===== src/design/trpd_pkg.sv =====
// shared constants, codes and types of the triangle pixel depth test
`default_nettype none

package trpd_pkg;

    // fixed field widths
    localparam int COORD_W  = 16;
    localparam int DEPTH_W  = 32;
    localparam int COLOR_W  = 32;
    localparam int PIX_W    = 12;
    localparam int CANVAS_W = 13;

    // screen and canvas constants
    localparam int SUBPIXEL_BITS = 4;
    localparam int MAX_SIDE      = 4096;

    // canvas size after reset
    localparam logic [CANVAS_W-1:0] CANVAS_W_RESET = CANVAS_W'(640);
    localparam logic [CANVAS_W-1:0] CANVAS_H_RESET = CANVAS_W'(480);

    // default depth of the front to back queue
    localparam int QUEUE_DEPTH_DEF = 4;

    // area and reciprocal
    localparam int AREA_W      = 36;
    localparam int RECIP_W     = 40;
    localparam int RECIP_SHIFT = 39;
    localparam int WEIGHT_FRAC = 30;

    // derived widths of the edge arithmetic
    localparam int DBL_W  = COORD_W + 1;                 // doubled vertex coordinate
    localparam int APR_W  = 2 * DBL_W;                   // area partial product
    localparam int PC_W   = PIX_W + 1 + SUBPIXEL_BITS;   // pixel centre, unsigned
    localparam int DP_W   = ((PC_W + 1 > DBL_W) ? PC_W + 1 : DBL_W) + 1;
    localparam int DE_W   = DBL_W + 1;                   // edge delta
    localparam int PR_W   = DP_W + DE_W;                 // edge product
    localparam int NW_W   = PR_W + 1;                    // negated edge weight
    localparam int SPLIT  = 21;                          // partial product split
    localparam int WT_W   = WEIGHT_FRAC + 1;             // barycentric weight
    localparam int PROD_W = WT_W + RECIP_SHIFT + 2 - WEIGHT_FRAC;
    localparam int ACC_W  = 64;                          // depth accumulator
    localparam int ZQ_W   = ACC_W - WEIGHT_FRAC;         // shifted depth

    // item classes
    localparam logic [1:0] KIND_PIXEL = 2'd0;
    localparam logic [1:0] KIND_SETUP = 2'd1;
    localparam logic [1:0] KIND_NOP   = 2'd2;

    // one classified item in the queue
    typedef struct packed {
        logic [1:0]          kind;
        logic [1:0]          vi;
        logic [COORD_W-1:0]  vx;
        logic [COORD_W-1:0]  vy;
        logic [DEPTH_W-1:0]  vz;
        logic [COLOR_W-1:0]  color;
        logic [PIX_W-1:0]    px;
        logic [PIX_W-1:0]    py;
        logic [DEPTH_W-1:0]  sd;
        logic                in_canvas;
    } entry_t;

    // triangle state seen by the pixel pipeline
    typedef struct packed {
        logic [2:0][COORD_W-1:0] vx;
        logic [2:0][COORD_W-1:0] vy;
        logic [2:0][DEPTH_W-1:0] vz;
        logic [RECIP_W-1:0]      recip;
        logic                    front_facing;
        logic [COLOR_W-1:0]      color;
    } geom_t;

endpackage

`default_nettype wire


===== src/design/trpd_setup.sv =====
// triangle setup: corner store, signed area and bit-serial reciprocal
`default_nettype none

module trpd_setup
    import trpd_pkg::*;
(
    input  wire logic   clk,
    input  wire logic   rst_n,
    input  wire logic   upd,
    input  entry_t      entry,
    output geom_t       geom,
    output logic        busy
);

    localparam logic [1:0] ST_IDLE = 2'd0;
    localparam logic [1:0] ST_AREA = 2'd1;
    localparam logic [1:0] ST_SUB  = 2'd2;
    localparam logic [1:0] ST_DIV  = 2'd3;
    localparam int         CNT_W   = $clog2(RECIP_W);

    logic [1:0]                state_reg;
    logic [1:0]                state_next;
    logic [2:0][COORD_W-1:0]   vx_reg;
    logic [2:0][COORD_W-1:0]   vy_reg;
    logic [2:0][DEPTH_W-1:0]   vz_reg;
    logic [COLOR_W-1:0]        color_reg;
    logic signed [APR_W-1:0]   pa_reg;
    logic signed [APR_W-1:0]   pa_next;
    logic signed [APR_W-1:0]   pb_reg;
    logic signed [APR_W-1:0]   pb_next;
    logic signed [AREA_W-1:0]  area_reg;
    logic signed [AREA_W-1:0]  area_next;
    logic [AREA_W-1:0]         div_reg;
    logic [AREA_W-1:0]         div_next;
    logic [AREA_W-1:0]         rem_reg;
    logic [AREA_W-1:0]         rem_next;
    logic [RECIP_W-1:0]        quo_reg;
    logic [RECIP_W-1:0]        quo_next;
    logic [RECIP_W-1:0]        recip_reg;
    logic [RECIP_W-1:0]        recip_next;
    logic [CNT_W-1:0]          cnt_reg;
    logic [CNT_W-1:0]          cnt_next;
    logic                      ff_reg;
    logic                      ff_next;
    logic signed [DBL_W-1:0]   ex1;
    logic signed [DBL_W-1:0]   ey1;
    logic signed [DBL_W-1:0]   ex2;
    logic signed [DBL_W-1:0]   ey2;
    logic [AREA_W:0]           trial;
    logic                      qbit;

    assign busy = (state_reg != ST_IDLE);

    assign geom.vx           = vx_reg;
    assign geom.vy           = vy_reg;
    assign geom.vz           = vz_reg;
    assign geom.recip        = recip_reg;
    assign geom.front_facing = ff_reg;
    assign geom.color        = color_reg;

    // corner deltas for the area
    assign ex1 = DBL_W'($signed(vx_reg[1])) - DBL_W'($signed(vx_reg[0]));
    assign ey1 = DBL_W'($signed(vy_reg[1])) - DBL_W'($signed(vy_reg[0]));
    assign ex2 = DBL_W'($signed(vx_reg[2])) - DBL_W'($signed(vx_reg[0]));
    assign ey2 = DBL_W'($signed(vy_reg[2])) - DBL_W'($signed(vy_reg[0]));

    // restoring division step, dividend is a single one bit
    assign trial = {rem_reg, (cnt_reg == CNT_W'(RECIP_SHIFT))};
    assign qbit  = (trial >= {1'b0, div_reg});

    // setup sequencer
    always_comb
    begin
        state_next = state_reg;
        pa_next    = pa_reg;
        pb_next    = pb_reg;
        area_next  = area_reg;
        div_next   = div_reg;
        rem_next   = rem_reg;
        quo_next   = quo_reg;
        recip_next = recip_reg;
        cnt_next   = cnt_reg;
        ff_next    = ff_reg;
        case (state_reg)
            ST_IDLE:
            begin
                if (upd && entry.kind == KIND_SETUP && entry.vi == 2'd2)
                begin
                    state_next = ST_AREA;
                end
            end
            ST_AREA:
            begin
                pa_next    = ex2 * ey1;
                pb_next    = ey2 * ex1;
                state_next = ST_SUB;
            end
            ST_SUB:
            begin
                area_next = AREA_W'(pa_reg) - AREA_W'(pb_reg);
                div_next  = AREA_W'(pb_reg) - AREA_W'(pa_reg);
                ff_next   = area_next < 0;
                rem_next  = '0;
                quo_next  = '0;
                cnt_next  = CNT_W'(RECIP_W - 1);
                if (ff_next)
                begin
                    state_next = ST_DIV;
                end
                else
                begin
                    recip_next = '0;
                    state_next = ST_IDLE;
                end
            end
            ST_DIV:
            begin
                rem_next = qbit ? AREA_W'(trial - {1'b0, div_reg}) : trial[AREA_W-1:0];
                quo_next = {quo_reg[RECIP_W-2:0], qbit};
                cnt_next = cnt_reg - 1'b1;
                if (cnt_reg == '0)
                begin
                    recip_next = quo_next;
                    state_next = ST_IDLE;
                end
            end
            default:
            begin
                state_next = ST_IDLE;
            end
        endcase
    end

    // control and triangle state
    always_ff @(posedge clk or negedge rst_n)
    begin
        if (!rst_n)
        begin
            state_reg <= ST_IDLE;
            vx_reg    <= '0;
            vy_reg    <= '0;
            vz_reg    <= '0;
            color_reg <= '0;
            area_reg  <= '0;
            recip_reg <= '0;
            ff_reg    <= 1'b0;
            cnt_reg   <= '0;
        end
        else
        begin
            state_reg <= state_next;
            area_reg  <= area_next;
            recip_reg <= recip_next;
            ff_reg    <= ff_next;
            cnt_reg   <= cnt_next;
            if (upd && entry.kind == KIND_SETUP)
            begin
                vx_reg[entry.vi] <= entry.vx;
                vy_reg[entry.vi] <= entry.vy;
                vz_reg[entry.vi] <= entry.vz;
                if (entry.vi == 2'd0)
                begin
                    color_reg <= entry.color;
                end
            end
        end
    end

    // datapath of the area and divider
    always_ff @(posedge clk)
    begin
        pa_reg  <= pa_next;
        pb_reg  <= pb_next;
        div_reg <= div_next;
        rem_reg <= rem_next;
        quo_reg <= quo_next;
    end

endmodule

`default_nettype wire


===== config.mk =====
export PLATFORM = sky130hd
export DESIGN_NAME = trpd_setup
export DESIGN_NICKNAME = d
export VERILOG_FILES = /design/src/design/trpd_pkg.sv /design/src/design/trpd_setup.sv
export SDC_FILE = /design/constraint.sdc
export NUM_CORES = 2
export LEC_CHECK = 0
export BUFFER_PORTS_ARGS = -buffer_cell sky130_fd_sc_hd__buf_2
export CAP_MARGIN = 25
export CORE_MARGIN = 4
export CORE_UTILIZATION = 55
export DETAILED_ROUTE_END_ITERATION = 6
export PLACE_DENSITY = 0.8
export SLEW_MARGIN = 20
export SYNTH_ARGS = -nofsm -noshare
export SYNTH_HDL_FRONTEND = slang
export SYNTH_SLANG_ARGS = --single-unit

===== constraint.sdc =====
create_clock -name clk -period 14.75 [get_ports clk]
set_input_delay 0.7375 -clock clk [delete_from_list [all_inputs] [get_ports clk]]
set_output_delay 0.7375 -clock clk [all_outputs]
set_load 0.1 [all_outputs]

==> qor.json <==
{
  "min-delay-path-class": {"value": "input port to asynchronous set/reset pin"},
  "reg2reg_from": {"value": "geom[169]"},
  "worst-r2r-cell-count": {"value": 25},
  "globalRoute.totalOverflow": {"value": 0},
  "drive_above_1_share": {"value": 0.158},
  "timing.clock.skew": {"value": 0.0440, "unit": "ns"},
  "post_cts_resize_count": {"value": 0},
  "asyncSetResetFlopFracSynth": {"value": 0.605},
  "tritoncts_clock_tree": {"value": "yes"},
  "worst_setup_path_end_kind": {"value": "flip-flop"},
  "cts_buffers": {"value": 48},
  "synth.net_count": {"value": 5572},
  "finalSetupTns": {"value": 0, "unit": "ns"},
  "yosysWarningCount": {"value": 0},
  "combined_area_of_the_multi_input_logic_cells": {"value": 29600, "unit": "sq um"},
  "drv.max_cap_violation_count": {"value": 0},
  "final-setup-viol-count": {"value": 0},
  "final_max_slew_viol_count": {"value": 0},
  "global_route_wire_length_before_repair": {"value": 189000, "unit": "um"},
  "timing.fmax": {"value": 95.3, "unit": "MHz"},
  "mappedNetlistArea": {"value": 45400, "unit": "sq um"},
  "worst_max_slew_pin_slew": {"value": 1.23, "unit": "ns"},
  "finalNonFillerCells": {"value": 5934},
  "floorplan.io_pins": {"value": 426},
  "finalCoreUtilization": {"value": 0.614},
  "drt_pass1_iterations": {"value": 6},
  "clock_sinks": {"value": 451},
  "max_stage_delay": {"value": 1.06, "unit": "ns"},
  "ctsRootBufferMaster": {"value": "sky130_fd_sc_hd__clkbuf_16"},
  "port_buffers": {"value": 368},
  "finalNetCount": {"value": 5920},
  "placed_area": {"value": 48500, "unit": "sq um"},
  "slew-limit-headroom": {"value": 0.168},
  "cts_hold_buf": {"value": 0},
  "wire_per_inst": {"value": 19.9, "unit": "um"},
  "final_period_minus_worst_setup_slack": {"value": 10.50, "unit": "ns"},
  "post-cts-setup-buffer-count": {"value": 0},
  "netlist.area_leader.share": {"value": 0.264},
  "synthTopCellsByArea": {"value": "sky130_fd_sc_hd__fa_1 26%, sky130_fd_sc_hd__dfrtp_1 15%, sky130_fd_sc_hd__edfxtp_1 12%"},
  "die_height": {"value": 295, "unit": "um"},
  "largest_register_ffs": {"value": 192},
  "coreArea": {"value": 82000, "unit": "sq um"},
  "cp_slowest_cell": {"value": "sky130_fd_sc_hd__o41ai_1"},
  "cts.path.max_buffers": {"value": 3},
  "vias": {"value": 33552},
  "crit-reg2reg-capture": {"value": "pa_reg[30]"},
  "post_synthesis_area_per_instance": {"value": 10.2, "unit": "sq um"},
  "critical_path_required": {"value": 15.03, "unit": "ns"},
  "critical_path.startpoint": {"value": "geom[169]"},
  "synth.ff_latch_count": {"value": 451},
  "yosys.cell_types.count": {"value": 87},
  "via_count_of_the_first_global_routing_pass": {"value": 35391},
  "drtIter0Drc": {"value": 2540},
  "critPathLaunchType": {"value": "flip-flop"},
  "dpl.hpwl": {"value": 94600, "unit": "um"},
  "vias_cell": {"value": 5.65},
  "routabilityCongestion": {"value": 0.947},
  "worst_setup_hold_path_clk_slew": {"value": 0.06, "unit": "ns"},
  "synth_seq_area_share": {"value": 0.268},
  "htreeDepth": {"value": 2},
  "drc": {"value": 0},
  "critPathMaxFanout": {"value": 18},
  "synthesis.instances": {"value": 4473},
  "initial_core_util": {"value": 0.554},
  "detail_route.wirelength": {"value": 118000, "unit": "um"},
  "overall_routing_resource_usage": {"value": 0.275},
  "crit_arrival": {"value": 10.78, "unit": "ns"},
  "floorplan.die_area": {"value": 87200, "unit": "sq um"},
  "ant_nets": {"value": 0},
  "synthToLayoutAreaGrowth": {"value": 10.8, "unit": "%"},
  "setup.reg_to_reg.worst_slack": {"value": 4.25, "unit": "ns"},
  "final_area": {"value": 50300, "unit": "sq um"},
  "postSynth.topFlopCell": {"value": "sky130_fd_sc_hd__dfrtp_1"},
  "number_of_synthesized_flops_with_an_enable_pin": {"value": 178},
  "timing_worst_setup_path_type": {"value": "flip-flop to flip-flop"},
  "hold_violations": {"value": 0},
  "initial_antenna_violation_count": {"value": 7},
  "period_utilization_post_route": {"value": 0.712},
  "worst_path_most_repeated_cell": {"value": "sky130_fd_sc_hd__fa_1"},
  "grt_setup_unrepaired": {"value": "false"},
  "worst_skew_pair.late_latency": {"value": 0.63, "unit": "ns"},
  "die_x": {"value": 295, "unit": "um"},
  "final.fill_count": {"value": 6565},
  "grt_max_degree": {"value": 101},
  "placementRows": {"value": 105},
  "post-place-cells": {"value": 5832},
  "yosys.area.top_type": {"value": "sky130_fd_sc_hd__fa_1"},
  "layout.area.seq": {"value": 12200, "unit": "sq um"},
  "run_status": {"value": "finished, final reports clean"}
}
[routing by layer]
metal  GRT usage  vias to the layer above  wire length (um)
met2       0.450                     1420             55200
met5           0                        -                11
met1       0.346                    16747             45500
li1            -                    15056                 -
met4       0.148                        2              7580
met3      0.0581                      327              9750
[worst max-delay path by stage]
stage | end | slack, ns | cells past startpoint
after CTS | pa_reg[30] | 4.80 | 26
after global routing | pa_reg[31] | 4.21 | 29
after floorplan | pb_reg[32] | 5.60 | 33
after global placement | pa_reg[30] | 4.81 | 26
final | pa_reg[30] | 4.25 | 25
after detailed placement | pa_reg[30] | 4.84 | 25
[cell usage in the layout (no fill, tap or decap), types with 10 or more instances in the layout]
cell type                     n
sky130_fd_sc_hd__nand3_1     40
sky130_fd_sc_hd__mux2_2     192
sky130_fd_sc_hd__buf_2      370
sky130_fd_sc_hd__nand2_1    405
sky130_fd_sc_hd__a31oi_1     18
sky130_fd_sc_hd__a21o_1      73
sky130_fd_sc_hd__clkbuf_16   51
sky130_fd_sc_hd__mux2i_1     30
sky130_fd_sc_hd__inv_1      843
sky130_fd_sc_hd__xnor2_1    143
sky130_fd_sc_hd__o21ai_0    110
sky130_fd_sc_hd__clkbuf_1    13
sky130_fd_sc_hd__nand4_1     15
sky130_fd_sc_hd__o21bai_1    22
sky130_fd_sc_hd__nor2b_1     56
sky130_fd_sc_hd__dfrtp_1    272
sky130_fd_sc_hd__fa_1       598
sky130_fd_sc_hd__a21oi_1    153
sky130_fd_sc_hd__a211o_1     11
sky130_fd_sc_hd__or3_1       17
sky130_fd_sc_hd__and2_1      48
sky130_fd_sc_hd__o211ai_1    13
sky130_fd_sc_hd__nor2_1     327
sky130_fd_sc_hd__ha_1       341
sky130_fd_sc_hd__or2_2       15
sky130_fd_sc_hd__o21a_1      22
sky130_fd_sc_hd__buf_4       57
sky130_fd_sc_hd__a211oi_1    10
sky130_fd_sc_hd__and3_1      64
sky130_fd_sc_hd__nor3_1      30
sky130_fd_sc_hd__nand2b_1    43
sky130_fd_sc_hd__xor2_1      57
sky130_fd_sc_hd__edfxtp_1   178
sky130_fd_sc_hd__a22o_1      42
[critical path: cells and delay by family (launching register included)]
family / cells / cell delay, ns
AO/OA/AOI/OAI: 8 / 3.53
XOR/XNOR: 1 / 0.76
adder cells (fa/ha/maj): 9 / 4.30
buffers and inverters: 2 / 0.10
flip-flops: 1 / 0.41
AND/OR/NAND/NOR: 5 / 1.07
[cells in the mapped netlist, types with 57 or more instances]
cell                         n
sky130_fd_sc_hd__xnor2_1   149
sky130_fd_sc_hd__o21ai_0   110
sky130_fd_sc_hd__edfxtp_1  178
sky130_fd_sc_hd__nor2_1    329
sky130_fd_sc_hd__fa_1      598
sky130_fd_sc_hd__mux2_2    192
sky130_fd_sc_hd__nand2_1   406
sky130_fd_sc_hd__ha_1      341
sky130_fd_sc_hd__a21oi_1   153
sky130_fd_sc_hd__a21o_1     73
sky130_fd_sc_hd__xor2_1     59
sky130_fd_sc_hd__clkbuf_1  102
sky130_fd_sc_hd__inv_1     843
sky130_fd_sc_hd__dfrtp_1   273
sky130_fd_sc_hd__and3_1     64
sky130_fd_sc_hd__nor2b_1    57
[metrics by stage]
step / hold slack (ns) / setup WS [ns]
2_1_floorplan: 0.442 / 5.60
5_1_grt: 0.0661 / 4.21
3_3_place_gp: 0.465 / 4.81
3_5_place_dp: 0.468 / 4.84
6_report: 0.0539 / 4.25
4_1_cts: 0.0383 / 4.80
[final cells by class]
| cell class | count | area share |
|---|---|---|
| timing repair buffer | 434 | 0.0472 |
| sequential | 451 | 0.242 |
| multi-input combinational | 3043 | 0.588 |
| antenna | 3 | 0.000149 |
| clock buffer | 72 | 0.0284 |
| clock inverter | 18 | 0.00517 |
| tap | 1070 | 0.0266 |
| inverter | 843 | 0.0629 |
[cell families after synthesis]
| group | share of synthesized area |
|---|---|
| adder cells (fa/ha/maj) | 0.358 |
| flip-flops | 0.268 |
| AO/OA/AOI/OAI | 0.0868 |
| AND/OR/NAND/NOR | 0.110 |
| XOR/XNOR | 0.0405 |
| buffers and inverters | 0.0828 |
| multiplexers | 0.0542 |
Power is left out: the tool's default activity adds up to more than one toggle a clock period on the data nets, which glitch-free logic cannot reach.
