## src/design/trpd_pkg.sv

```systemverilog
// shared constants, codes and types of the triangle pixel depth test
`default_nettype none

package trpd_pkg;

    // fixed field widths
    localparam int COORD_W  = 16;
    localparam int DEPTH_W  = 32;
    localparam int COLOR_W  = 32;
    localparam int PIX_W    = 12;
    localparam int CANVAS_W = 13;

    // screen and canvas constants
    localparam int SUBPIXEL_BITS = 4;
    localparam int MAX_SIDE      = 4096;

    // canvas size after reset
    localparam logic [CANVAS_W-1:0] CANVAS_W_RESET = CANVAS_W'(640);
    localparam logic [CANVAS_W-1:0] CANVAS_H_RESET = CANVAS_W'(480);

    // default depth of the front to back queue
    localparam int QUEUE_DEPTH_DEF = 4;

    // area and reciprocal
    localparam int AREA_W      = 36;
    localparam int RECIP_W     = 40;
    localparam int RECIP_SHIFT = 39;
    localparam int WEIGHT_FRAC = 30;

    // derived widths of the edge arithmetic
    localparam int DBL_W  = COORD_W + 1;                 // doubled vertex coordinate
    localparam int APR_W  = 2 * DBL_W;                   // area partial product
    localparam int PC_W   = PIX_W + 1 + SUBPIXEL_BITS;   // pixel centre, unsigned
    localparam int DP_W   = ((PC_W + 1 > DBL_W) ? PC_W + 1 : DBL_W) + 1;
    localparam int DE_W   = DBL_W + 1;                   // edge delta
    localparam int PR_W   = DP_W + DE_W;                 // edge product
    localparam int NW_W   = PR_W + 1;                    // negated edge weight
    localparam int SPLIT  = 21;                          // partial product split
    localparam int WT_W   = WEIGHT_FRAC + 1;             // barycentric weight
    localparam int PROD_W = WT_W + RECIP_SHIFT + 2 - WEIGHT_FRAC;
    localparam int ACC_W  = 64;                          // depth accumulator
    localparam int ZQ_W   = ACC_W - WEIGHT_FRAC;         // shifted depth

    // item classes
    localparam logic [1:0] KIND_PIXEL = 2'd0;
    localparam logic [1:0] KIND_SETUP = 2'd1;
    localparam logic [1:0] KIND_NOP   = 2'd2;

    // one classified item in the queue
    typedef struct packed {
        logic [1:0]          kind;
        logic [1:0]          vi;
        logic [COORD_W-1:0]  vx;
        logic [COORD_W-1:0]  vy;
        logic [DEPTH_W-1:0]  vz;
        logic [COLOR_W-1:0]  color;
        logic [PIX_W-1:0]    px;
        logic [PIX_W-1:0]    py;
        logic [DEPTH_W-1:0]  sd;
        logic                in_canvas;
    } entry_t;

    // triangle state seen by the pixel pipeline
    typedef struct packed {
        logic [2:0][COORD_W-1:0] vx;
        logic [2:0][COORD_W-1:0] vy;
        logic [2:0][DEPTH_W-1:0] vz;
        logic [RECIP_W-1:0]      recip;
        logic                    front_facing;
        logic [COLOR_W-1:0]      color;
    } geom_t;

endpackage

`default_nettype wire

```

## src/design/trpd_queue.sv

```systemverilog
// short fifo of classified items between the front end and the back end
`default_nettype none

module trpd_queue
    import trpd_pkg::*;
#(
    parameter int DEPTH = QUEUE_DEPTH_DEF
)
(
    input  wire logic   clk,
    input  wire logic   rst_n,
    input  wire logic   push,
    input  entry_t      wr_entry,
    input  wire logic   pop,
    output entry_t      head,
    output logic        full,
    output logic        empty
);

    localparam int IW = (DEPTH > 1) ? $clog2(DEPTH) : 1;
    localparam int CW = $clog2(DEPTH + 1);

    entry_t          slot_reg [DEPTH];
    logic [IW-1:0]   wr_ptr_reg;
    logic [IW-1:0]   wr_ptr_next;
    logic [IW-1:0]   rd_ptr_reg;
    logic [IW-1:0]   rd_ptr_next;
    logic [CW-1:0]   count_reg;
    logic [CW-1:0]   count_next;

    assign full  = (count_reg == CW'(DEPTH));
    assign empty = (count_reg == '0);
    assign head  = slot_reg[rd_ptr_reg];

    // pointer and fill count update
    always_comb
    begin
        wr_ptr_next = wr_ptr_reg;
        rd_ptr_next = rd_ptr_reg;
        count_next  = count_reg;
        if (push)
        begin
            wr_ptr_next = (wr_ptr_reg == IW'(DEPTH - 1)) ? '0 : wr_ptr_reg + 1'b1;
        end
        if (pop)
        begin
            rd_ptr_next = (rd_ptr_reg == IW'(DEPTH - 1)) ? '0 : rd_ptr_reg + 1'b1;
        end
        if (push && !pop)
        begin
            count_next = count_reg + 1'b1;
        end
        else if (pop && !push)
        begin
            count_next = count_reg - 1'b1;
        end
    end

    always_ff @(posedge clk or negedge rst_n)
    begin
        if (!rst_n)
        begin
            wr_ptr_reg <= '0;
            rd_ptr_reg <= '0;
            count_reg  <= '0;
        end
        else
        begin
            wr_ptr_reg <= wr_ptr_next;
            rd_ptr_reg <= rd_ptr_next;
            count_reg  <= count_next;
        end
    end

    // slot storage
    always_ff @(posedge clk)
    begin
        if (push)
        begin
            slot_reg[wr_ptr_reg] <= wr_entry;
        end
    end

endmodule

`default_nettype wire

```

## config.mk

```make
export PLATFORM = sky130hd
export DESIGN_NAME = trpd_queue
export DESIGN_NICKNAME = d
export VERILOG_FILES = /design/src/design/trpd_pkg.sv /design/src/design/trpd_queue.sv
export SDC_FILE = /design/constraint.sdc
export NUM_CORES = 1
export LEC_CHECK = 0
export BUFFER_PORTS_ARGS = -buffer_cell sky130_fd_sc_hd__buf_4
export CAP_MARGIN = 20
export CORE_MARGIN = 3
export CORE_UTILIZATION = 28
export DETAILED_ROUTE_END_ITERATION = 10
export SYNTH_ARGS = -nofsm -noshare
export SYNTH_HDL_FRONTEND = slang
export SYNTH_SLANG_ARGS = --single-unit
```

## constraint.sdc

```tcl
create_clock -name clk -period 6 [get_ports clk]
set_input_delay 0.3 -clock clk [delete_from_list [all_inputs] [get_ports clk]]
set_output_delay 0.3 -clock clk [all_outputs]
set_load 0.005 [all_outputs]
```

==> results of run 1 <==
-- worst paths after layout --
check | to | cells past startpoint
max | head[48] | 3
max in group asynchronous | rd_ptr_reg[0] | 2
min in group clk | slot_reg[2][56] | 2
max reg2reg | slot_reg[2][108] | 4
min | count_reg[2] | 2
min reg2reg | count_reg[2] | 1
-- power groups by stage --
stage	sequential, mW	clock, mW	combinational (mW)
2_1_floorplan	5.99	0	2.18
3_3_place_gp	6.02	0	3.87
3_5_place_dp	6.07	0	3.88
4_1_cts	5.98	4.36	3.99
5_1_grt	6.04	4.53	4.18
6_report	5.96	4.20	3.86
-- area by class of cell --
class / instances / area [sq um]
Antenna cell: 6 / 15.01
Timing Repair Buffer: 488 / 4139
Clock inverter: 41 / 437.9
Inverter: 4 / 15.01
Tap cell: 1060 / 1326
Multi-Input combinational cell: 183 / 3767
Fill cell: 7320 / 50490
Clock buffer: 87 / 1837
Sequential cell: 635 / 19040
-- logic make-up (layout without fill, tap and decap cells) --
family,Yosys count,count (layout)
AOI/OAI and AO/OA,2,2
xor gates and xnor gates,3,3
adders and majority gates,7,7
buffers and inverters,40,620
DFF,635,635
muxes,160,160
other,0,6
and+or+nand+nor,11,11
-- through the flow --
step | power [mW] | util | setup WS [ns]
6_report | 14.02 | 0.3772 | 2.608
5_1_grt | 14.75 | 0.3771 | 2.518
4_1_cts | 14.33 | 0.3770 | 2.630
3_5_place_dp | 9.949 | 0.3292 | 3.305
3_3_place_gp | 9.893 | 0.3292 | 3.312
2_1_floorplan | 8.164 | - | 1.255
-- placed cells by master (no fill, tap or decap), drive strengths merged --
cell type    Yosys  final
o21ai            2      2
ha               6      6
mux2             3      3
and2             4      4
edfxtp         628    628
dfrtp            7      7
nor2             3      3
fa               1      1
nand2            2      2
buf             32    328
xnor2            1      1
clkbuf           4     87
clkinv           0     25
nor3b            1      1
clkinvlp         0      5
nor3             1      1
bufinv           0      7
inv              4      8
mux4           157    157
diode            0      6
dlygate4sd3      0    160
xor2             2      2
-- synthesized netlist by cell type --
cell	number	share of area
nor3_1	1	0.00022
mux4_2	157	0.15
edfxtp_1	628	0.82
nand2_1	2	0.00033
xnor2_1	1	0.00038
clkbuf_1	4	0.00065
nor3b_1	1	0.00033
mux2_2	3	0.0015
xor2_1	2	0.00076
nor2_1	3	0.00049
and2_1	4	0.0011
o21ai_0	2	0.00043
buf_2	18	0.0039
inv_1	4	0.00065
ha_1	6	0.0033
dfrtp_1	7	0.0076
buf_6	14	0.0068
fa_1	1	0.00087
-- per-layer routing --
metal	global-route usage	share of wire	vias up
li1	-	-	4789
met1	0.1478	0.41	5764
met2	0.1920	0.49	317
met3	0.03802	0.073	80
met4	0.03596	0.024	6
met5	0	0.00082	-
-- what timing repair did --
item / CTS / global route
resized for setup: 0 / 0
setup endpoints to repair: 0 / 0
hold buffers: 160 / 0
hold endpoints to repair: 639 / 0
==> results.sh, run 1 <==
export IMPL_status="completed"
export IMPL_die_y_microns=293.0
export IMPL_crit_required_ns=5.70
export IMPL_cp_buffers_inverters=2
export IMPL_synthAdderAreaFrac=0.004122
export IMPL_drtIter0Drc=645
export IMPL_dp_hpwl_microns=28010
export IMPL_yosysUniqueCellTypes=18
export IMPL_die_area_sq_um=85870
export IMPL_synth_simple_area_share=0.002441
export IMPL_synth_seq_cells=635
export IMPL_grt_overflow=0
export IMPL_cts_root_buf="clkbuf_16"
export IMPL_synth_xor_area_frac=0.001139
export IMPL_core_area_sq_um=81070
export IMPL_synth_seq_area_share=0.8251
export IMPL_path_clk_slew_ns=0.06
export IMPL_tightest_slew_ns=0.9922
export IMPL_leakage_nw=10.32
export IMPL_relSlewSlack=0.3385
export IMPL_sw_frac_of_total=0.2678
export IMPL_endpoint_kind="output pin"
export IMPL_dr_total_vias=10956
export IMPL_place_congestion=0.6877
export IMPL_tritoncts="built"
export IMPL_critPathMaxStageDelay_ns=1.02
export IMPL_ant_nets=0
export IMPL_avgSynthCellArea_sq_um=26.89
export IMPL_postCtsSetupBuffers=0
export IMPL_clkLatencyLatePin_ns=0.60
export IMPL_cts_max_level=3
export IMPL_stdcell_area_sq_um=30580
export IMPL_dpl_cell_count=2210
export IMPL_synth_top_family_by_area="multiplexers"
export IMPL_drt_vias_per_instance=4.375
export IMPL_hold_viol=0
export IMPL_crit_family="flip-flops"
export IMPL_cp_arrival_ns=3.09
export IMPL_clock_sinks=635
export IMPL_clock_skew_ns=0.01117
export IMPL_synth_compound_area_share=0.0004339
export IMPL_final_cells=2504
export IMPL_largest_register_ffs=628
export IMPL_dr_pass1_iters=4
export IMPL_remaining_drc_errors=0
export IMPL_fin_crit_ns=3.392
export IMPL_slew_viol_final=0
export IMPL_maxCapViolCount=0
export IMPL_post_route_period_util=0.5653
export IMPL_io_pins=320
export IMPL_cp_slowest_cell="dfrtp_4"
export IMPL_p_per_area_nw_per_um2=458.5
export IMPL_antenna_found_initial=7
export IMPL_std_cell_rows=104
export IMPL_wirelength_microns=49910
export IMPL_nets=1550
export IMPL_wl_per_cell_microns=19.93
export IMPL_power_frac_seq=0.425
export IMPL_grt_pass1_vias=12363
export IMPL_grt_pass1_wl_microns=75930
export IMPL_timing_hold_ws_ns=0.08571
export IMPL_p_sw_mw=3.754
export IMPL_pwr_share_comb=0.275
export IMPL_grt_max_degree=110
export IMPL_r2r_start="wr_ptr_reg[0]"
export IMPL_track_usage=0.1169
export IMPL_ir_worst_vdd_uv=375.9
export IMPL_ys_warn_count=0
export IMPL_syn_inst=858
export IMPL_tns_ns=0
export IMPL_cts_buffers=70
export IMPL_synth_net_count=1026
export IMPL_area_growth_syn_to_layout_pct=32.55
export IMPL_portBuffers=319
export IMPL_dieWidth_microns=293.0
export IMPL_rsz0062_at_grt="false"
export IMPL_start_util=0.2846
export IMPL_cts_buffer_depth=3
export IMPL_drive_gt1_frac=0.4110
export IMPL_crit_fanout=109
export IMPL_hp_class="primary input to asynchronous set/reset pin"
export IMPL_setup_viol=0
export IMPL_critPathKind="flip-flop to output pin"
export IMPL_p_int_mw=10.26
export IMPL_crit_chain="buf_12 > mux4_2 > buf_4"
export IMPL_syn_area_sq_um=23070
export IMPL_yosys_mux_area_fraction=0.1547
export IMPL_startpoint="rd_ptr_reg[1]"
export IMPL_critPathLaunchType="flip-flop"
export IMPL_fmax_mhz=294.8
export IMPL_p_clk_frac=0.300
export IMPL_reg2reg_slack_ns=3.45
export IMPL_dpl_cell_area_sq_um=26690
Power figures use the tool's default switching activity.
==> run 2, diff against run 1 <==
==> constraint.sdc (replaced) <==
create_clock -name clk -period 3.4 [get_ports clk]
set_input_delay 0.17 -clock clk [delete_from_list [all_inputs] [get_ports clk]]
set_output_delay 0.17 -clock clk [all_outputs]
set_load 0.005 [all_outputs]
==> run 2 against run 1 <==
Against the previous run:
- die area unchanged
- final area up 1.6%
- via count up 0.60%
- clock-buffer cell count down 1
- power up 79%
- flip-flop and latch count unchanged
- register-to-register slack worse by 2.1 ns
- combinational power up 86%
- first-iteration DRC count down 14%
- clock skew up 0.0072 ns
==> results.sh, run 2 (synthesis gave the netlist of run 1 again) <==
export IMPL_status="completed"
export IMPL_largest_register_ffs=628
export IMPL_dieWidth_microns=293.0
export IMPL_drt_vias_per_instance=4.355
export IMPL_cts_buffers=69
export IMPL_dpl_cell_count=2248
export IMPL_final_common_cell="edfxtp_1"
export IMPL_critPathLaunchType="flip-flop"
export IMPL_start_util=0.2846
export IMPL_antenna_found_initial=3
export IMPL_portBuffers=319
export IMPL_clock_skew_ns=0.01837
export IMPL_crit_fanout=25
export IMPL_path_clk_slew_ns=0.06
export IMPL_crit_chain="buf_4 > mux4_2 > buf_4"
export IMPL_drive_gt1_frac=0.4265
export IMPL_hold_viol=0
export IMPL_slew_viol_final=0
export IMPL_final_util=0.3832
export IMPL_leakage_nw=10.60
export IMPL_drtIter0Drc=552
export IMPL_fin_crit_ns=2.734
export IMPL_holdPathEnd="slot_reg[2][151]"
export IMPL_crit_required_ns=3.23
export IMPL_grt_overflow=0
export IMPL_p_per_area_nw_per_um2=809.9
export IMPL_rsz0062_at_grt="false"
export IMPL_track_usage=0.1153
export IMPL_die_area_sq_um=85870
export IMPL_tightest_slew_ns=0.7397
export IMPL_cts_max_level=3
export IMPL_cts_buffer_depth=3
export IMPL_io_pins=320
export IMPL_clkLatencyLatePin_ns=0.59
export IMPL_critPathKind="flip-flop to output pin"
export IMPL_final_cells=2531
export IMPL_ant_nets=0
export IMPL_grt_max_degree=65
export IMPL_timing_hold_ws_ns=0.3152
export IMPL_critPathMaxStageDelay_ns=0.85
export IMPL_post_route_period_util=0.8041
export IMPL_min_from="wr_entry[151]"
export IMPL_die_y_microns=293.0
export IMPL_cts_root_buf="clkbuf_16"
export IMPL_clock_sinks=635
export IMPL_hold_depth=2
export IMPL_grt_pass1_vias=12421
export IMPL_ir_worst_vdd_uv=480.1
export IMPL_core_area_sq_um=81070
export IMPL_std_cell_rows=104
export IMPL_setup_viol=0
export IMPL_rr_endpoint="slot_reg[2][87]"
export IMPL_cp_arrival_ns=2.56
export IMPL_relSlewSlack=0.5069
export IMPL_place_congestion=0.6986
export IMPL_dr_total_vias=11022
export IMPL_fmax_mhz=365.8
export IMPL_dr_pass1_iters=5
export IMPL_reg2reg_slack_ns=1.36
export IMPL_worst_path_most_repeated_cell="buf_4"
export IMPL_maxCapViolCount=0
export IMPL_wirelength_microns=49570
export IMPL_ff2ff_path_depth=4
export IMPL_nets=1588
export IMPL_tns_ns=0
export IMPL_grt_pass1_wl_microns=76110
export IMPL_area_growth_syn_to_layout_pct=34.67
export IMPL_final_cell_mix="edfxtp_1 (628), buf_4 (345), dlygate4sd3_1 (161)"
export IMPL_endpoint_kind="output pin"
export IMPL_tritoncts="built"
export IMPL_hp_class="primary input to flip-flop"
export IMPL_cp_slowest_cell="dfrtp_4"
export IMPL_remaining_drc_errors=0
export IMPL_r2r_start="wr_ptr_reg[0]"
export IMPL_wl_per_cell_microns=19.59
export IMPL_dp_hpwl_microns=31100
==> run 2: cell count changes in the layout (fill, tap and decap cells not counted), sizes merged <==
cell / change
inv: -1
bufinv: +2
clkinvlp: -4
dlygate4sd3: +1
clkinv: -3
buf: +38
clkbuf: -1
diode: -5
==> run 2: worst max-delay path: cells and delay by family, from the launching register on <==
family | cells | cell delay [ns]
buffers and inverters | 2 | 0.52
muxes | 1 | 0.57
DFF | 1 | 0.85
==> run 2: worst max-delay path by stage <==
| stage | depth (start not counted) | startpoint | to |
|---|---|---|---|
| 2_1_floorplan | 3 | wr_ptr_reg[0] | slot_reg[2][0] |
| 3_3_place_gp | 3 | rd_ptr_reg[0] | head[85] |
| 3_5_place_dp | 3 | rd_ptr_reg[0] | head[40] |
| 4_1_cts | 3 | rd_ptr_reg[0] | head[104] |
| 5_1_grt | 3 | rd_ptr_reg[0] | head[85] |
| 6_report | 3 | rd_ptr_reg[0] | head[85] |
==> run 2: final cells by class <==
class                           instances  area (sq um)
Fill cell                            7241         50000
Clock inverter                         35         459.2
Sequential cell                       635         19040
Clock buffer                           86          1833
Tap cell                             1060          1326
Timing Repair Buffer                  527          4622
Inverter                                4         15.01
Antenna cell                            1         2.502
Multi-Input combinational cell        183          3767
==> run 2: through the flow <==
stage	setup WS, ns	power, mW	instance area [sq um]
after floorplan	0.4088	14.29	23070
after global placement	1.259	17.81	27160
after detailed placement	1.247	17.94	27160
after CTS	0.5616	25.71	31060
after global routing	0.4892	26.47	31070
final	0.6659	25.16	31070
==> run 2: layer usage <==
| layer | vias to the layer above | part of all wire | track usage | wire, microns |
|---|---|---|---|---|
| met5 | - | 0.00054 | 0 | 27 |
| met1 | 5795 | 0.42 | 0.1486 | 20760 |
| met3 | 84 | 0.073 | 0.03726 | 3596 |
| li1 | 4846 | - | - | - |
| met2 | 293 | 0.49 | 0.1874 | 24080 |
| met4 | 4 | 0.022 | 0.03339 | 1102 |
==> run 2: power by group <==
group | internal (mW) | total (mW) | switching, mW
Clock | 4.54 | 7.50 | 2.96
Sequential | 10.0 | 10.5 | 0.461
Combinational | 3.98 | 7.18 | 3.20
Total | 18.5 | 25.2 | 6.62
==> run 2: repair_timing <==
action                                 4_1_cts  5_1_grt
endpoints found under the hold margin      639        0
hold buffers                               161        0
buffers inserted                             0        0
gates resized for setup                      0        0
