===== src/design/trpd_pkg.sv =====
// shared constants, codes and types of the triangle pixel depth test
`default_nettype none

package trpd_pkg;

    // fixed field widths
    localparam int COORD_W  = 16;
    localparam int DEPTH_W  = 32;
    localparam int COLOR_W  = 32;
    localparam int PIX_W    = 12;
    localparam int CANVAS_W = 13;

    // screen and canvas constants
    localparam int SUBPIXEL_BITS = 4;
    localparam int MAX_SIDE      = 4096;

    // canvas size after reset
    localparam logic [CANVAS_W-1:0] CANVAS_W_RESET = CANVAS_W'(640);
    localparam logic [CANVAS_W-1:0] CANVAS_H_RESET = CANVAS_W'(480);

    // default depth of the front to back queue
    localparam int QUEUE_DEPTH_DEF = 4;

    // area and reciprocal
    localparam int AREA_W      = 36;
    localparam int RECIP_W     = 40;
    localparam int RECIP_SHIFT = 39;
    localparam int WEIGHT_FRAC = 30;

    // derived widths of the edge arithmetic
    localparam int DBL_W  = COORD_W + 1;                 // doubled vertex coordinate
    localparam int APR_W  = 2 * DBL_W;                   // area partial product
    localparam int PC_W   = PIX_W + 1 + SUBPIXEL_BITS;   // pixel centre, unsigned
    localparam int DP_W   = ((PC_W + 1 > DBL_W) ? PC_W + 1 : DBL_W) + 1;
    localparam int DE_W   = DBL_W + 1;                   // edge delta
    localparam int PR_W   = DP_W + DE_W;                 // edge product
    localparam int NW_W   = PR_W + 1;                    // negated edge weight
    localparam int SPLIT  = 21;                          // partial product split
    localparam int WT_W   = WEIGHT_FRAC + 1;             // barycentric weight
    localparam int PROD_W = WT_W + RECIP_SHIFT + 2 - WEIGHT_FRAC;
    localparam int ACC_W  = 64;                          // depth accumulator
    localparam int ZQ_W   = ACC_W - WEIGHT_FRAC;         // shifted depth

    // item classes
    localparam logic [1:0] KIND_PIXEL = 2'd0;
    localparam logic [1:0] KIND_SETUP = 2'd1;
    localparam logic [1:0] KIND_NOP   = 2'd2;

    // one classified item in the queue
    typedef struct packed {
        logic [1:0]          kind;
        logic [1:0]          vi;
        logic [COORD_W-1:0]  vx;
        logic [COORD_W-1:0]  vy;
        logic [DEPTH_W-1:0]  vz;
        logic [COLOR_W-1:0]  color;
        logic [PIX_W-1:0]    px;
        logic [PIX_W-1:0]    py;
        logic [DEPTH_W-1:0]  sd;
        logic                in_canvas;
    } entry_t;

    // triangle state seen by the pixel pipeline
    typedef struct packed {
        logic [2:0][COORD_W-1:0] vx;
        logic [2:0][COORD_W-1:0] vy;
        logic [2:0][DEPTH_W-1:0] vz;
        logic [RECIP_W-1:0]      recip;
        logic                    front_facing;
        logic [COLOR_W-1:0]      color;
    } geom_t;

endpackage

`default_nettype wire


===== src/design/trpd_front.sv =====
// front end: accepts items, classifies them and clips pixels to the canvas
`default_nettype none

module trpd_front
    import trpd_pkg::*;
(
    input  wire logic                  in_valid,
    output logic                       in_stall,
    input  wire logic                  func,
    input  wire logic [1:0]            vertex_index,
    input  wire logic [COORD_W-1:0]    vert_x,
    input  wire logic [COORD_W-1:0]    vert_y,
    input  wire logic [DEPTH_W-1:0]    vert_z,
    input  wire logic [COLOR_W-1:0]    color_in,
    input  wire logic [PIX_W-1:0]      pixel_x,
    input  wire logic [PIX_W-1:0]      pixel_y,
    input  wire logic [DEPTH_W-1:0]    stored_depth,
    input  wire logic [CANVAS_W-1:0]   canvas_width,
    input  wire logic [CANVAS_W-1:0]   canvas_height,
    input  wire logic                  q_full,
    output logic                       push,
    output entry_t                     entry
);

    logic in_x;
    logic in_y;

    // handshake towards the queue
    assign in_stall = q_full;
    assign push     = in_valid && !q_full;

    // canvas clip against the register and the side limit
    assign in_x = ({1'b0, pixel_x} < canvas_width) && (32'(pixel_x) < MAX_SIDE);
    assign in_y = ({1'b0, pixel_y} < canvas_height) && (32'(pixel_y) < MAX_SIDE);

    // classify the beat
    always_comb
    begin
        entry           = '0;
        entry.vi        = vertex_index;
        entry.vx        = vert_x;
        entry.vy        = vert_y;
        entry.vz        = vert_z;
        entry.color     = color_in;
        entry.px        = pixel_x;
        entry.py        = pixel_y;
        entry.sd        = stored_depth;
        entry.in_canvas = in_x && in_y;
        if (func)
        begin
            entry.kind = KIND_PIXEL;
        end
        else if (vertex_index == 2'd3)
        begin
            entry.kind = KIND_NOP;
        end
        else
        begin
            entry.kind = KIND_SETUP;
        end
    end

endmodule

`default_nettype wire


===== config.mk =====
export PLATFORM = sky130hd
export DESIGN_NAME = trpd_front
export DESIGN_NICKNAME = d
export VERILOG_FILES = /design/src/design/trpd_pkg.sv /design/src/design/trpd_front.sv
export SDC_FILE = /design/constraint.sdc
export NUM_CORES = 1
export LEC_CHECK = 0
export BUFFER_PORTS_ARGS = -buffer_cell sky130_fd_sc_hd__buf_2
export CAP_MARGIN = 10
export CORE_AREA = 2 2 133 135
export DETAILED_ROUTE_END_ITERATION = 7
export DIE_AREA = 0 0 135 137
export PLACE_DENSITY = 0.45
export SETUP_SLACK_MARGIN = 0.05
export SYNTH_ARGS = -nofsm -noshare
export SYNTH_HDL_FRONTEND = slang
export SYNTH_SLANG_ARGS = --single-unit

===== constraint.sdc =====
create_clock -name vclk -period 2.2
set_clock_uncertainty 0.15 [all_clocks]
set_input_delay 0.33 -clock vclk [all_inputs]
set_output_delay 0.33 -clock vclk [all_outputs]
set_load 0.01 [all_outputs]

==> results of run 1 <==
==> area by class of cell <==
cell class	count	area (um2)	share of cell area
inverters	23	88.8	0.0614
repair buffers	90	492	0.340
multi-input cells	58	586	0.404
well taps	225	282	0.194
==> per-stage QoR <==
stage,worst slack (ps),instances,power (mW),hold WS (ps),cell area (um2)
after global routing,-138,396,0.271,510,1450
after global placement,-110,396,0.213,510,1320
final,-61.9,396,0.239,510,1450
after detailed placement,-200,396,0.212,510,1320
after CTS,9.68,396,0.240,510,1430
after floorplan,280,236,0.367,554,1750
==> worst max-delay path by stage <==
stage	start	endpoint	slack (ps)	cells after the start
2_1_floorplan	canvas_width[6]	entry[0]	280	7
3_3_place_gp	pixel_x[2]	entry[0]	-110	8
3_5_place_dp	pixel_x[2]	entry[0]	-200	8
4_1_cts	canvas_width[2]	entry[0]	10	9
5_1_grt	pixel_x[10]	entry[0]	-140	9
6_report	pixel_x[10]	entry[0]	-60	9
==> logic make-up (layout without fill, tap and decap cells) <==
logic type               count (synthesis)  after routing
AO/OA/AOI/OAI                           21             21
buffers and inverters                  178            113
AND/OR/NAND/NOR                         15             15
adder cells (fa/ha/maj)                 22             22
==> critical path, stage by stage <==
cell and delay [ps]:
buf_2 100, ha_1 290, buf_4 100, nand4b_1 120, a31oi_1 300, o41ai_4 150
buf_4 160, o211a_1 110, buf_6 130
==> timing repair <==
item | CTS | global route
setup endpoints to repair | 1 | 1
pin swaps | 5 | 1
gates resized for setup | 22 | 2
==> synth_stat cells (2+ instances only) <==
library cell,number,area (um2)
nand4_1,3,18.8
a21oi_1,7,35.0
o21ai_0,3,15.0
a211oi_1,2,15.0
nand4b_1,2,17.5
nor2_1,4,15.0
inv_1,23,86.3
nand2_1,2,7.51
buf_4,155,1160
a21o_1,5,37.5
ha_1,22,275
==> power by group through the flow <==
stage	sequential, mW	clock (mW)	combinational (mW)
6_report	0	0	0.239
5_1_grt	0	0	0.271
4_1_cts	0	0	0.240
3_5_place_dp	0	0	0.212
3_3_place_gp	0	0	0.213
2_1_floorplan	0	0	0.367
==> layer usage <==
layer | vias to the layer above | wire [um]
met5 | - | 0
met4 | 0 | 403
met3 | 64 | 727
met2 | 101 | 2590
met1 | 432 | 943
li1 | 464 | -
==> results by group, run 1 <==
Global route
  – Grt ovf: 0
  – First-pass GRT wire length: 5730 um
  – Initial antenna violation count: 0
  – Met1 usage: 0.0199
  – Grt met3 use: 0.0215
  – GRT Max-Usage Layer: met2
  – Vias in the first global route: 1024
  – Largest net degree at the start of global routing: 4
  – Total GRT Usage: 0.0420
  – Met2 usage: 0.0911

Flow run
  – Max Cap Viol: 0

Logic synthesis
  – Mux cell area share after synthesis: 0
  – Simple-Gate Fraction of Synth Area: 0.0495
  – Post-Synthesis Cells: 236
  – Synth cell types: 19
  – Post-Syn Area: 1750 um2
  – Compound-Gate Fraction of Synth Area: 0.0767
  – Yosys synthesis warning count: 0
  – Synth Area in Adders: 0.158
  – Syn nets: 441
  – Avg Cell Area, Syn: 7.40 um2
  – XOR/XNOR share of the synthesized area: 0
  – Post-synthesis sequential area ratio: 0
  – Largest family of logic cells by synthesized area: buffers and inverters

Setup path
  – Worst setup EP type: output pin
  – Critical Path RT: 1720 ps
  – CP Class: primary input to output pin
  – CP Launch Type: primary input
  – Worst-path maximum fanout: 2
  – Critical Path AT: 1780 ps

Finish
  – Antenna cells: 0
  – Final-stage net count: 378
  – Register area: 0 um2
  – # fillers: 2009
  – Layout cells sized above 1: 0.620
  – Commonest non-fill, non-tap cell in the layout: buf_2
  – P&R area growth vs syn: -17.1%
  – Commonest non-fill, non-tap cells in the layout: buf_2, inv_1, ha_1
  – Seq Cell Count: 0
  – CLK BUF: 0
  – Finished Core Util: 0.0849

Pwr
  – Leakage power figure: 0.758 nW
  – PD cells: 165 nW/um2
  – Sw Ratio: 0.488
  – Reg power frac: 0
  – P_sw: 0.117 mW
  – Comb pwr share: 1.000
  – Cell Int Power: 0.123 mW
  – VDD IR max: 0.0358 mV
  – Clock share of power: 0

STA
  – Unrepaired setup endpoints after global routing: yes
  – Total Neg Setup Slack: -61.9 ps
  – Final period util: 1.03
  – Final Hold Viols: 0
  – Slew Viols, Final: 0
  – Final min period: 2260 ps
  – Setup violators final: 1
  – Setup ws final: -61.9 ps
  – Fmax: 442 MHz
  – Worst Tran Pin Value: 388 ps
  – Slew headroom: 0.739

Floorplanning
  – Core area: 17100 um2
  – Io pins: 342
  – Die area: 18500 um2
  – Cell Rows: 48
  – Die X: 135 um
  – Initial core utilization: 0.102
  – Die Span Y: 137 um

Worst hold path
  – Hold path start: stored_depth[13]
  – Hold-critical path endpoint: entry[14]
  – Hold Path Depth: 0
  – Worst Hold Class: primary input to output pin

Drt
  – Vias post-DR: 1061
  – Drt first pass iters: 4
  – Vias per inst: 2.68
  – Antenna viol nets, final: 0
  – Final WL: 4670 um
  – DRC violations left: 0
  – DRT iter0 DRCs: 6
  – Routed len/inst: 11.8 um

Placed design
  – Port Buffers: 86
  – Hpwl dp: 4160 um
  – GPL Wtd Cong: 0.720

Run status
  – Failing checks: negative setup slack
  – Outcome: finished, violations left

Clock tree
  – # hold bufs at CTS: 0
  – Post-CTS Setup Bufs: 0
(Power assumes the default switching activity.)
==> run 2: changes to the inputs <==
- CORE_AREA: 2 2 133 135 -> 2 2 132 134
- DIE_AREA: 0 0 135 137 -> 0 0 134 136
- clock period: 2.2 -> 2.65 ns (I/O delays scaled with it)
==> run 2 against run 1 <==
Compared with the run above:
- via count shrank 4.2%
- worst hold slack gained 130 ps
- sequential share of layout area unchanged
- non-clock buffer count fell by 3
- the flow now finishes without violations
- critical path depth is 1 lower
==> results by group, run 2 (same netlist as run 1, synthesis figures left out) <==
Finish
  – Finished Core Util: 0.0771 (-0.00777)
  – Final cell count without fillers: 393 (-0.76%)
  – Antenna cells: 0 (unchanged)
  – Register area: 0 um2 (unchanged)
  – CLK BUF: 0 (unchanged)
  – Final-stage net count: 375 (-0.79%)
  – Commonest non-fill, non-tap cell in the layout: buf_2
  – Commonest non-fill, non-tap cells in the layout: buf_2, inv_1, ha_1
  – Layout cells sized above 1: 0.524 (-0.0961)
  – Seq Cell Count: 0 (unchanged)
  – P&R area growth vs syn: -25.4%

Worst hold path
  – Hold Path Depth: 0 (unchanged)
  – Hold path start: vert_z[22]
  – Hold-critical path endpoint: entry[111]
  – Worst Hold Class: primary input to output pin

STA
  – Fmax: 436 MHz
  – Slew Viols, Final: 0 (unchanged)
  – Worst Tran Pin Value: 339 ps (-49.4 ps)
  – Unrepaired setup endpoints after global routing: no
  – Setup ws final: 354 ps (+416 ps)
  – Final period util: 0.866
  – Setup violators final: 0 (-1)
  – Final Hold Viols: 0 (unchanged)
  – Slew headroom: 0.773 (+0.0348)
  – Total Neg Setup Slack: 0 ps (+61.9 ps)
  – Final min period: 2300 ps

Pwr
  – Pwr Total: 0.167 mW (-30%)
  – Clock share of power: 0 (unchanged)
  – Leakage power figure: 0.731 nW (-3.6%)
  – PD cells: 129 nW/um2 (-22%)
  – P_sw: 0.0837 mW (-28%)
  – VDD IR max: 0.0317 mV (-11%)
  – Cell Int Power: 0.0835 mW (-32%)
  – Comb pwr share: 1.000 (about the same)
  – Sw Ratio: 0.501 (+0.0125)
  – Reg power frac: 0 (unchanged)

Global route
  – Grt ovf: 0 (unchanged)
  – Total GRT Usage: 0.0597 (+0.0177)
  – Vias in the first global route: 896 (-13%)
  – Largest net degree at the start of global routing: 4 (unchanged)
  – First-pass GRT wire length: 7490 um (+31%)
  – Initial antenna violation count: 0 (unchanged)

Placed design
  – Post-Place Cells: 393 (-0.76%)
  – Hpwl dp: 5990 um (+44%)
  – Port Buffers: 86 (unchanged)
  – Pre-CTS WS: 289 ps (+490 ps)
  – GPL Wtd Cong: 0.697 (-3.1%)

Setup path
  – Critical Path RT: 2100 ps (+380 ps)
  – CP Class: primary input to output pin
  – Critical Path AT: 1750 ps (-30 ps)
  – Buf/Inv on CP: 2 (-2)
  – CP Launch Type: primary input
  – Worst-path maximum fanout: 2 (unchanged)
  – Crit path max-delay family: compound AO/OA/AOI/OAI gates
  – CP cell instances: buf_2, ha_1, a21o_1, a21oi_1, o22ai_1, a21oi_1, o211a_1, buf_2
  – Worst setup EP type: output pin
  – CP Depth: 8 (-1)
  – Critical Path Max Stage Delay: 300 ps (about the same)
  – Slowest CP cell: ha_1

Floorplanning
  – Cell Rows: 48 (unchanged)
  – Initial core utilization: 0.103 (+0.00109)
  – Die area: 18200 um2 (-1.5%)
  – Die X: 134 um (-0.74%)
  – Core area: 16900 um2 (-1.1%)
  – Io pins: 342 (unchanged)
  – Die Span Y: 136 um (-0.73%)

Drt
  – Vias per inst: 2.59 (-3.5%)
  – Routed len/inst: 15.8 um (+34%)
  – DRC violations left: 0 (unchanged)
  – Antenna viol nets, final: 0 (unchanged)
  – Vias post-DR: 1016 (-4.2%)
  – DRT iter0 DRCs: 4 (-2)
  – Drt first pass iters: 2 (-2)
  – Final WL: 6200 um (+33%)

Flow run
  – Max Cap Viol: 0 (unchanged)

Clock tree
  – # hold bufs at CTS: 0 (unchanged)
  – Post-CTS Setup Bufs: 0 (unchanged)
  – # resized after CTS: 0 (-100%)

Run status
  – Outcome: completed
## run 2: stage by stage
step	area, um2	hold WS [ps]
2_1_floorplan	1750	689
3_3_place_gp	1300	645
3_5_place_dp	1300	645
4_1_cts	1300	645
5_1_grt	1300	645
6_report	1300	645
## run 2: power by group through the flow
stage	clock (mW)	sequential (mW)	combinational, mW
2_1_floorplan	0	0	0.304
3_3_place_gp	0	0	0.172
3_5_place_dp	0	0	0.171
4_1_cts	0	0	0.172
5_1_grt	0	0	0.191
6_report	0	0	0.167
## run 2: final cells by class
type | instances | area [um2]
tap | 225 | 282
fill | 2001 | 15600
multi-input combinational | 58 | 495
timing repair buffer | 87 | 438
inverter | 23 | 86.3
## run 2: worst max path at each step
stage                     from       end
2_1_floorplan  canvas_width[6]  entry[0]
3_3_place_gp       pixel_x[10]  entry[0]
3_5_place_dp       pixel_x[10]  entry[0]
4_1_cts            pixel_x[10]  entry[0]
5_1_grt             pixel_y[1]  entry[0]
6_report           pixel_x[10]  entry[0]
## run 2: metal layers
metal,routed length [um],vias to the layer above,GRT usage
li1,-,459,-
met1,1180,371,0.0315
met2,3290,154,0.125
met3,1450,32,0.0511
met4,278,0,0.0260
met5,0,-,0
==> run 3: changes to the inputs <==
- PLACE_DENSITY: 0.45 -> default
- PLACE_DENSITY_LB_ADDON: default -> 0.2
==> run 3 against run 2 <==
Compared with the run above:
- via count up 3.3%
- sequential share of layout area unchanged
- non-clock buffer count unchanged
- worst hold slack about the same
- utilization up 0.19 points
- final cell count unchanged
- global-route usage down 1.3 points
- critical endpoint unchanged
- highest routed layer unchanged
==> results by group, run 3 (same netlist as run 1, synthesis figures left out) <==
Pwr
  – Comb pwr share: 1.000 (about the same)
  – Clock share of power: 0 (unchanged)
  – Leakage power figure: 0.737 nW (+0.84%)
  – Reg power frac: 0 (unchanged)
  – P_sw: 0.0889 mW (+6.2%)
  – PD cells: 132 nW/um2 (+2.5%)
  – VDD IR max: 0.0289 mV (-8.9%)
  – Sw Ratio: 0.506 (+0.00538)
  – Cell Int Power: 0.0868 mW (+3.9%)

Finish
  – Commonest non-fill, non-tap cells in the layout: buf_2, inv_1, ha_1
  – Final-stage net count: 375 (unchanged)
  – Commonest non-fill, non-tap cell in the layout: buf_2
  – Antenna cells: 0 (unchanged)
  – Seq Cell Count: 0 (unchanged)
  – P&R area growth vs syn: -23.6%
  – CLK BUF: 0 (unchanged)
  – Layout cells sized above 1: 0.548 (+0.0238)
  – # fillers: 2021 (+1.0%)
  – Register area: 0 um2 (unchanged)
  – Design Area, Final: 1330 um2 (+2.5%)

Placed design
  – Port Buffers: 86 (unchanged)
  – Hpwl dp: 4680 um (-22%)
  – GPL Wtd Cong: 0.674 (-3.4%)
  – DP Area: 1300 um2 (unchanged)

Floorplanning
  – Io pins: 342 (unchanged)
  – Cell Rows: 48 (unchanged)
  – Initial core utilization: 0.103 (unchanged)
  – Die area: 18200 um2 (unchanged)
  – Die Span Y: 136 um (unchanged)
  – Core area: 16900 um2 (unchanged)
  – Die X: 134 um (unchanged)

Setup path
  – Buf/Inv on CP: 3 (+1)
  – Worst setup EP type: output pin
  – Crit path max-delay family: compound AO/OA/AOI/OAI gates
  – CP Launch Type: primary input
  – Critical Path RT: 2100 ps (about the same)
  – Critical Path AT: 1900 ps (+150 ps)
  – Worst-path maximum fanout: 3 (+1)
  – CP Class: primary input to output pin
  – Critical Path Max Stage Delay: 340 ps (+40 ps)
  – Slowest CP cell: ha_1
  – CP cell instances: buf_2, ha_1, a21oi_2, nand2_2, o41ai_2, buf_4, o211a_1, buf_6

Clock tree
  – Post-CTS Setup Bufs: 0 (unchanged)

Global route
  – Vias in the first global route: 1076 (+20%)
  – Initial antenna violation count: 0 (unchanged)
  – Grt ovf: 0 (unchanged)
  – Total GRT Usage: 0.0470 (-0.0127)
  – Largest net degree at the start of global routing: 4 (unchanged)
  – First-pass GRT wire length: 6380 um (-15%)

STA
  – Total Neg Setup Slack: 0 ps (unchanged)
  – Final Hold Viols: 0 (unchanged)
  – Slew headroom: 0.817 (+0.0433)
  – Final period util: 0.924 (+0.0577)
  – Fmax: 408 MHz (-6.2%)
  – Final min period: 2450 ps (+153 ps)
  – Unrepaired setup endpoints after global routing: no
  – Hold Worst Slack: 645 ps (+0.00100 ps)
  – Worst Tran Pin Value: 272 ps (-66.6 ps)
  – Slew Viols, Final: 0 (unchanged)
  – Setup violators final: 0 (unchanged)

Worst hold path
  – Worst Hold Class: primary input to output pin

Drt
  – DRC violations left: 0 (unchanged)
  – Routed len/inst: 12.6 um (-20%)
  – Antenna viol nets, final: 0 (unchanged)
  – Final WL: 4950 um (-20%)
  – Vias per inst: 2.67 (+3.3%)
  – Drt first pass iters: 3 (+1)
  – Vias post-DR: 1050 (+3.3%)
  – DRT iter0 DRCs: 8 (+4)

Run status
  – Outcome: completed

Flow run
  – Max Cap Viol: 0 (unchanged)
==> run 3: area by class of cell <==
type,count,area (um2),share of cell area
inverter,23,86.3,0.0647
timing repair buffer,87,444,0.333
tap,225,282,0.211
multi-input combinational,58,522,0.391
==> run 3: final timing paths <==
check | startpoint | end | slack [ps] | cells after the start
worst min-delay path | vert_z[22] | entry[111] | 650 | 0
worst max-delay path | pixel_x[8] | entry[0] | 200 | 8
==> run 3: timing repair <==
action / CTS / global route
resized for setup: 0 / 6
endpoints found under the setup margin: 0 / 1
hold buffers: 0 / 0
==> run 3: per-stage QoR <==
step	worst slack [ps]	util	power, mW	instances
final	202	0.0790	0.176	393
after global placement	103	0.0771	0.175	393
after global routing	65.2	0.0790	0.205	393
after floorplan	595	-	0.304	236
after CTS	69.3	0.0771	0.176	393
after detailed placement	82.0	0.0771	0.175	393
==> run 3: power groups by stage <==
stage / clock network, mW / logic, mW / registers [mW]
global placement: 0 / 0.175 / 0
CTS: 0 / 0.176 / 0
detailed placement: 0 / 0.175 / 0
floorplan: 0 / 0.304 / 0
global route: 0 / 0.205 / 0
finish: 0 / 0.176 / 0
==> run 3: layer usage <==
| metal | GRT usage | routed length, um |
|---|---|---|
| met5 | 0 | 0 |
| met4 | 0.0343 | 372 |
| met3 | 0.0257 | 838 |
| met1 | 0.0315 | 1190 |
| met2 | 0.0940 | 2550 |
